`config.mk`:
```
export PLATFORM = sky130hd
export DESIGN_NAME = midi_event_parser_flat
export DESIGN_NICKNAME = d
export VERILOG_FILES = /design/src/sv/mep_pkg.sv /design/src/sv/mep_byte_if.sv /design/src/sv/mep_msg_if.sv /design/src/sv/mep_parse.sv /design/src/sv/mep_out_reg.sv /design/src/sv/midi_event_parser.sv /design/src/flat_wrapper.sv
export SDC_FILE = /design/constraint.sdc
export NUM_CORES = 1
export LEC_CHECK = 0
export BUFFER_PORTS_ARGS = -buffer_cell sky130_fd_sc_hd__buf_2
export CAP_MARGIN = 15
export CORE_MARGIN = 2
export CORE_UTILIZATION = 55
export CTS_CLUSTER_DIAMETER = 150
export DETAILED_ROUTE_END_ITERATION = 10
export PLACE_DENSITY = 0.8
export SLEW_MARGIN = 25
export SYNTH_ARGS = -nofsm -noshare
export SYNTH_HDL_FRONTEND = slang
export SYNTH_SLANG_ARGS = --single-unit
```
`constraint.sdc`:
```
create_clock -name clk -period 5 [get_ports clk]
set_input_delay 0.75 -clock clk [delete_from_list [all_inputs] [get_ports clk]]
set_output_delay 0.75 -clock clk [all_outputs]
set_load 0.01 [all_outputs]
```
`src/sv/mep_pkg.sv`:
```
package mep_pkg;

	localparam logic [7:0] RT_CLOCK    = 8'hF8;
	localparam logic [7:0] RT_START    = 8'hFA;
	localparam logic [7:0] RT_CONTINUE = 8'hFB;
	localparam logic [7:0] RT_STOP     = 8'hFC;
	localparam logic [7:0] STATUS_MIN  = 8'h80;
	localparam logic [7:0] COMMON_MIN  = 8'hF0;
	localparam logic [7:0] NO_STATUS   = 8'hFF;

	localparam logic [1:0] LEN_ONE   = 2'd1;
	localparam logic [1:0] LEN_TWO   = 2'd2;
	localparam logic [1:0] LEN_THREE = 2'd3;

	typedef struct packed {
		logic [7:0] status;
		logic [6:0] first;
		logic [6:0] second;
		logic [1:0] len;
	} msg_t;

	typedef struct packed {
		logic load;
		msg_t msg;
	} stage_t;

	// data bytes per voice status, indexed by status bits 6..4
	function automatic logic [1:0] voice_len(input logic [2:0] idx);
		logic [1:0] n;
		unique case (idx)
			3'd4, 3'd5: n = 2'd1;
			default:    n = 2'd2;
		endcase
		return n;
	endfunction

endpackage

```
`src/sv/mep_byte_if.sv`:
```
interface mep_byte_if;
	logic       valid;
	logic       ready;
	logic [7:0] in_byte;

	modport source(output valid, output in_byte, input ready);
	modport sink(input valid, input in_byte, output ready);
endinterface

```
`src/sv/mep_msg_if.sv`:
```
interface mep_msg_if;
	logic       valid;
	logic       ready;
	logic [7:0] msg_status;
	logic [6:0] msg_first;
	logic [6:0] msg_second;
	logic [1:0] msg_len;

	modport source(output valid, output msg_status, output msg_first,
		output msg_second, output msg_len, input ready);
	modport sink(input valid, input msg_status, input msg_first,
		input msg_second, input msg_len, output ready);
endinterface

```
`src/sv/mep_parse.sv`:
```
module mep_parse (
	input  logic            clk,
	input  logic            arst_n,
	mep_byte_if.sink        rx,
	input  logic            out_free,
	output mep_pkg::stage_t stage
);

	logic       valid_s1;
	logic [7:0] byte_s1;
	logic [7:0] status_q;
	logic       have_first_q;
	logic [6:0] held_first_q;

	logic advance;
	logic is_rt;
	logic rt_pass;
	logic is_status;
	logic voice_ok;
	logic need_one;

	assign advance  = valid_s1 && out_free;
	assign rx.ready = !valid_s1 || out_free;

	always_ff @(posedge clk or negedge arst_n) begin
		if (!arst_n) begin
			valid_s1 <= 1'b0;
		end else if (rx.ready) begin
			valid_s1 <= rx.valid;
		end
	end

	always_ff @(posedge clk) begin
		if (rx.ready && rx.valid) begin
			byte_s1 <= rx.in_byte;
		end
	end

	assign is_rt     = byte_s1 >= mep_pkg::RT_CLOCK;
	assign rt_pass   = byte_s1 == mep_pkg::RT_CLOCK || byte_s1 == mep_pkg::RT_START ||
		byte_s1 == mep_pkg::RT_CONTINUE || byte_s1 == mep_pkg::RT_STOP;
	assign is_status = byte_s1 >= mep_pkg::STATUS_MIN;
	assign voice_ok  = status_q >= mep_pkg::STATUS_MIN && status_q < mep_pkg::COMMON_MIN;
	assign need_one  = mep_pkg::voice_len(status_q[6:4]) == mep_pkg::LEN_ONE;

	always_comb begin
		stage.load       = 1'b0;
		stage.msg.status = status_q;
		stage.msg.first  = 7'd0;
		stage.msg.second = 7'd0;
		stage.msg.len    = mep_pkg::LEN_ONE;
		priority if (is_rt) begin
			stage.load       = advance && rt_pass;
			stage.msg.status = byte_s1;
		end else if (is_status) begin
			stage.load = 1'b0;
		end else if (voice_ok) begin
			if (need_one) begin
				stage.load      = advance;
				stage.msg.first = byte_s1[6:0];
				stage.msg.len   = mep_pkg::LEN_TWO;
			end else if (have_first_q) begin
				stage.load       = advance;
				stage.msg.first  = held_first_q;
				stage.msg.second = byte_s1[6:0];
				stage.msg.len    = mep_pkg::LEN_THREE;
			end
		end else begin
			// data byte with no voice status: dropped
			stage.load = 1'b0;
		end
	end

	always_ff @(posedge clk or negedge arst_n) begin
		if (!arst_n) begin
			status_q     <= mep_pkg::NO_STATUS;
			have_first_q <= 1'b0;
			held_first_q <= 7'd0;
		end else if (advance && !is_rt) begin
			if (is_status) begin
				status_q     <= byte_s1;
				have_first_q <= 1'b0;
			end else if (voice_ok) begin
				if (need_one || have_first_q) begin
					have_first_q <= 1'b0;
				end else begin
					held_first_q <= byte_s1[6:0];
					have_first_q <= 1'b1;
				end
			end
		end
	end

endmodule

```
`src/sv/mep_out_reg.sv`:
```
module mep_out_reg (
	input  logic            clk,
	input  logic            arst_n,
	input  mep_pkg::stage_t stage,
	output logic            out_free,
	mep_msg_if.source       msg
);

	logic          valid_q;
	mep_pkg::msg_t msg_q;

	assign out_free = !valid_q || msg.ready;

	always_ff @(posedge clk or negedge arst_n) begin
		if (!arst_n) begin
			valid_q <= 1'b0;
		end else if (stage.load) begin
			valid_q <= 1'b1;
		end else if (msg.ready) begin
			valid_q <= 1'b0;
		end
	end

	always_ff @(posedge clk) begin
		if (stage.load) begin
			msg_q <= stage.msg;
		end
	end

	assign msg.valid      = valid_q;
	assign msg.msg_status = msg_q.status;
	assign msg.msg_first  = msg_q.first;
	assign msg.msg_second = msg_q.second;
	assign msg.msg_len    = msg_q.len;

endmodule

```
`src/sv/midi_event_parser.sv`:
```
// channel | dir | beat payload
// rx      | in  | in_byte[7:0]
// msg     | out | msg_status[7:0] msg_first[6:0] msg_second[6:0] msg_len[1:0]
//
// One byte per cycle while msg is not stalled; a byte reaches msg via the input register, then the output register.
// The path is an input register, one level of decode, and the output register.
// arst_n clears the pipeline, the running status (to none) and the data count.
// A stall on msg holds the input register; rx.ready drops only while both are full.
module midi_event_parser (
	input  logic      clk,
	input  logic      arst_n,
	mep_byte_if.sink  rx,
	mep_msg_if.source msg
);

	mep_pkg::stage_t stage;
	logic            out_free;

	mep_parse u_parse (
		.clk      (clk),
		.arst_n   (arst_n),
		.rx       (rx),
		.out_free (out_free),
		.stage    (stage)
	);

	mep_out_reg u_out (
		.clk      (clk),
		.arst_n   (arst_n),
		.stage    (stage),
		.out_free (out_free),
		.msg      (msg)
	);

endmodule

```
`src/flat_wrapper.sv`:
```
// flat-port wrapper written by rule: the top's interface ports become plain ports
module midi_event_parser_flat 
  (clk, arst_n, rx_valid, rx_in_byte, rx_ready, msg_valid, msg_msg_status, msg_msg_first, msg_msg_second, msg_msg_len, msg_ready);
  mep_byte_if rx_i ();
  mep_msg_if msg_i ();
  input  logic clk;
  input  logic arst_n;
  input wire logic [$bits(rx_i.valid)-1:0] rx_valid;
  input wire logic [$bits(rx_i.in_byte)-1:0] rx_in_byte;
  output wire logic [$bits(rx_i.ready)-1:0] rx_ready;
  output wire logic [$bits(msg_i.valid)-1:0] msg_valid;
  output wire logic [$bits(msg_i.msg_status)-1:0] msg_msg_status;
  output wire logic [$bits(msg_i.msg_first)-1:0] msg_msg_first;
  output wire logic [$bits(msg_i.msg_second)-1:0] msg_msg_second;
  output wire logic [$bits(msg_i.msg_len)-1:0] msg_msg_len;
  input wire logic [$bits(msg_i.ready)-1:0] msg_ready;
  assign rx_i.valid = rx_valid;
  assign rx_i.in_byte = rx_in_byte;
  assign rx_ready = rx_i.ready;
  assign msg_valid = msg_i.valid;
  assign msg_msg_status = msg_i.msg_status;
  assign msg_msg_first = msg_i.msg_first;
  assign msg_msg_second = msg_i.msg_second;
  assign msg_msg_len = msg_i.msg_len;
  assign msg_i.ready = msg_ready;
  midi_event_parser u_core (.clk(clk), .arst_n(arst_n), .rx(rx_i), .msg(msg_i));
endmodule
```
# Word-level counts from Yosys, hierarchy flattened
# Cells that the tools add are included.
[totals]
regBits = 50
inputBits = 12
output_inout_bits = 26
elab_cells = 62
[op_classes]
magnitude_cmp = 4
eq_ne = 7
mux = 15
n_bitwise = 4
reduce_logical = 22
[op_table]
columns = ["cell", "n"]
rows = [
  ["8-bit == test (second input constant)", 4],
  ["8-bit greater-or-equal comparator (second input constant)", 3],
  ["16-bit two-way mux", 1],
  ["1-bit two-way mux", 10],
  ["8-bit < comparator (second input constant)", 1],
  ["8-bit two-way mux", 1],
  ["7-bit two-way mux", 1],
  ["3-bit == test (second input constant)", 2],
  ["1-bit logical OR", 6],
  ["1-bit logical AND", 5],
  ["5-bit OR reduction", 1],
  ["2-bit two-way mux", 2],
  ["1-bit inverter", 4],
  ["2-bit AND reduction", 2],
  ["4-bit AND reduction", 1],
  ["2-bit nonzero test", 2],
  ["1-bit zero test", 3],
  ["3-bit OR reduction", 1],
  ["2-bit by 1-bit == test with 1-bit output (second input constant)", 1],
  ["2-bit OR reduction", 1],
]

# Longest topological paths before layout
[depth]
ltp_word = 9
depth_mapped = 5
depth_no_buf = 4

# By module
# From an unflattened synthesis, not the netlist that was laid out.
[hier_totals]
cells_unflattened = 134
hier_area_um2 = 2016.9
[modules_own_cells]
columns = ["mod", "n_inst", "cells_each", "area_per_inst_um2", "seq_area_each_um2"]
rows = [
  ["mep_parse", 1, 107, 1248.7, 675.6],
  ["mep_out_reg", 1, 27, 768.2, 745.7],
]

# Worst setup path before layout
# OpenSTA, ideal clock, no wires.
[synth_path]
kind = "input to register"
from = "input msg_ready"
to = "register u_core.u_out.msg_q, in the netlist u_core.u_out.msg.msg_first[0] (enable)"
setup_time_ns = 0.405
arrival_ns = 2.069
t_required_ns = 4.595
slack_ns = 2.526
cell_stages = 3
path_buffers = 0
path_cell_list = "nand2b_1 > nand2_1 > nor2_1"
[synth_rtl]
columns = ["element", "line_no", "source"]
rows = [
  ["start, declared", "flat_wrapper.sv:16", "input wire logic [$bits(msg_i.ready)-1:0] msg_ready;"],
  ["end signal, assigned", "mep_out_reg.sv:26", "msg_q <= stage.msg;"],
  ["end, declared", "mep_out_reg.sv:10", "mep_pkg::msg_t msg_q;"],
]

# Final worst setup path
[layout_path]
from = "input msg_ready"
to = "output rx_ready"
[layout_between]
elab_chain_cells = 2
[layout_lines]
columns = ["element", "line_no", "source"]
rows = [
  ["1-bit logical OR", "mep_out_reg.sv:12", "assign out_free = !valid_q || msg.ready;"],
  ["1-bit logical OR", "mep_parse.sv:23", "assign rx.ready = !valid_s1 || out_free;"],
  ["end, declared", "flat_wrapper.sv:10", "output wire logic [$bits(rx_i.ready)-1:0] rx_ready;"],
]
# No other way between the ends.

==> summary.md <==
| Metric | Value |
|---|---|
| Vias in the first global route | `1139` |
| HP Class | `input pin to async pin` |
| Crit path launch | `msg_ready` |
| Antenna viol nets, final | `0` |
| Synth Area in Adders | `0%` |
| Routed vias | `around 1100` |
| Post-CTS Repair Setup Buffers | `0` |
| Largest cells by area after synthesis | `edfxtp_1 49%, dfrtp_1 13%, dfstp_2 11%, mux2_2 9.8%, a22o_1 3.1%` |
| Layout cells sized above 1 | `between 40% and 50%` |
| Leakage power | `between 0.0008 and 0.0009 uW` |
| Area Growth Syn to Fin | `16.1%` |
| Clock Latency Late Sink | `370 ps` |
| Largest family of logic cells by synthesized area | `simple AND/OR/NAND/NOR gates` |
| Worst R2R Setup Slack | `2990 ps` |
| Grt ovf | `0` |
| # clock sinks | `50` |
| Cell area after synthesis | `1950 um^2` |
| RePlAce Congestion | `0.834` |
| Arr. time, crit path | `1480 ps` |
| CTS Buf Count | `5` |
| Core box area | `3360 um^2` |
| Sum Neg Setup Slack | `0 ps` |
| Sw Ratio | `27.2%` |
| Clk pwr share | `around a fifth` |
| Via/cell ratio | `between 5 and 6` |
| Switching Power | `about 270 uW` |
| All-layer global routing usage | `18.3%` |
| Status | `finished, final reports clean` |
| Crit path max fanout | `4` |
| Area fraction of the dominant cell type after synthesis | `around half` |
| Syn Nets | `127` |
| Clock Skew | `4.34 ps` |
| Post-DP HPWL | `2140 um` |
| Worst VDD drop | `222 uV` |
| First-pass GRT wire length | `5420 um` |
| Mux contribution to synthesized area | `10.3%` |
| Worst slew pin tran | `723 ps` |
| Row cnt | `21` |
| Cell area after layout | `2270 um^2` |
| Crit path cell chain | `buf_2, nand2b_1, or2_2, buf_2` |
| Max_cap viols | `0` |
| Warning count from the yosys run | `0` |
| Yosys cell types | `26` |
| Initial core utilization | `58.0%` |
| Post-synth EDFFs | `32` |
| # port buffers | `37` |
| Part of the power in registers | `60.3%` |
| Seq/Total Area, Yosys | `72.8%` |
| Largest net degree at the start of global routing | `25` |
| Yosys reg bits | `50` |
| Shortest period the worst path allows | `2230 ps` |
| Hold buffers post-CTS | `0` |
| WP buf/inv | `2` |
| Ant diodes | `0` |
| Maximum clock rate | `roughly 0.45 GHz` |
| Cell Int Power | `724 uW` |
| First-iteration detailed-routing DRC count | `35` |
| Width of the die | `around 64 um` |
| Rel. slew slack | `51.6%` |
| CP Launch Type | `input pin` |
| PD cells | `around 440 nW/um^2` |
| H-Tree Depth | `2` |
| Worst-path clk slew | `140 ps` |
| Initial antenna violation count | `0` |
| Post-Layout Cell Count | `205` |
| Nets | `170` |
| Chip height | `63.6 um` |
| Post-synth ARST share | `36.0%` |
| Routed WL per cell | `14.9 um` |
| Post-synthesis simple-gate area fraction | `10.4%` |
| DRC Markers | `0` |
| Clk root buf | `clkbuf_4` |
| CP max-delay cell | `or2_2` |
| Die area | `4040 um^2` |
| CTS tree | `yes` |
| CP endpoint kind | `output port` |
| Main flop type after synthesis | `edfxtp_1` |
| Mean Syn Cell Area | `17.0 um^2` |
| Post-Synthesis Cells | `115` |
| Setup Viol. Count Final | `0` |
| Placed insts | `around 200` |
| Setup CP Type | `input pin to output port` |
| Slew Limit Fails | `0` |
| Logic pwr share | `19.9%` |
| Placed inst area | `approximately 2200 um^2` |
| RSZ-0062 raised after global routing | `false` |
| Final wirelength | `3050 um` |
| CP max stage delay | `310 ps` |
| First-pass DRT Iterations | `4` |
| Post-cts sizing count | `0` |
| CP dominant cell by count | `buf_2` |
| WP data required | `around 4300 ps` |
| Post-synth top area cell | `edfxtp_1` |
| Max clock buf depth | `2` |
| Ports | `38` |
| Final Cycle Share | `44.6%` |
| Worst R2R Start | `u_core.u_parse.byte_s1[7]` |
| Post-synthesis compound-gate area fraction | `5.64%` |
| Xor and xnor area share after synthesis | `0%` |
| Crit-path leading delay family | `simple AND/OR/NAND/NOR gates` |
| Final Hold Viols | `0` |
cell usage after synthesis (all sizes together) (2+ instances only):
cell and n:
dfstp 8, nor2 2, inv 3, dfrtp 10, a21oi 2, a22o 7, nand3 2, nand2b 9
mux2 17, nand2 2, edfxtp 32, and2 8
kinds of logic after synthesis:
kind of cell / after synthesis
flip-flops: 50
AND/OR/NAND/NOR: 29
multiplexers: 18
AO/OA/AOI/OAI: 14
buffers and inverters: 4
area by class of cell:
type | count | area (um^2)
Tap cell | 46 | 57.6
Multi-Input combinational cell | 61 | 523
Clock inverter | 2 | 16.3
Timing Repair Buffer | 37 | 185
Fill cell | 257 | 1100
Sequential cell | 50 | 1420
Clock buffer | 6 | 51.3
Inverter | 3 | 11.3
placed cells by master (no fill, tap or decap), types with 2 or more instances in the layout:
| cell | instances |
|---|---|
| dfrtp_1 | 10 |
| nand2b_1 | 9 |
| mux2_2 | 17 |
| and2_1 | 8 |
| edfxtp_1 | 32 |
| dfstp_2 | 8 |
| nand2_1 | 2 |
| a21oi_1 | 2 |
| clkbuf_4 | 5 |
| buf_2 | 37 |
| a22o_1 | 7 |
| inv_1 | 3 |
power groups by stage:
stage | registers [uW] | logic (uW) | clock network [uW]
after floorplan | 610 | 131 | 0
after global placement | 603 | 191 | 0
after detailed placement | 608 | 198 | 0
after CTS | 599 | 199 | 204
after global routing | 611 | 220 | 222
final | 599 | 198 | 197
metal layers:
layer / vias up / part of all wire, % / GRT usage, %
met5: - / 0 / 0
met4: 0 / 2.8 / 8.97
met3: 9 / 6.3 / 5.89
met2: 46 / 49 / 30.0
met1: 525 / 42 / 21.7
li1: 517 / - / -
path summary, 6_finish.rpt:
| kind | endpoint | depth (start not counted) |
|---|---|---|
| worst max register to register | u_core.u_out.msg.msg_first[2] | 4 |
| worst min register to register | u_core.u_parse.held_first_q[2] | 1 |
| min in group clk | u_core.u_parse.held_first_q[2] | 1 |
| worst min-delay path | u_core.u_parse.valid_s1 | 1 |
| worst max-delay path | rx_ready | 4 |
| max in group asynchronous | u_core.u_parse.status_q[4] | 1 |
state kept, by name, summed over array words and instances, names as in the netlist:
register and flops:
u_core.u_out.msg.msg_first 7, u_core.u_out.msg.msg_len 2, u_core.u_out.msg.msg_second 7, u_core.u_out.msg.msg_status 8, u_core.u_out.msg.valid 1, u_core.u_parse.byte_s1 8, u_core.u_parse.have_first_q 1, u_core.u_parse.held_first_q 7
u_core.u_parse.status_q 8, u_core.u_parse.valid_s1 1
stage by stage:
stage                     worst slack, ps  hold WS (ps)  power [uW]  util, %
final                                2770           284         994     67.4
after global routing                 2720           281        1050     67.4
after CTS                            2650           289        1000     67.2
after detailed placement             2550           497         806     65.2
after global placement               2620           491         794     65.2
after floorplan                      2530           454         741        -
worst reg2reg max path, stage by stage (launching register included):
cell and delay, ps:
edfxtp_1 500, nand2b_1 270, a21oi_1 210, a41oi_1 120, nor2_4 560
Power figures use the tool's default switching activity.
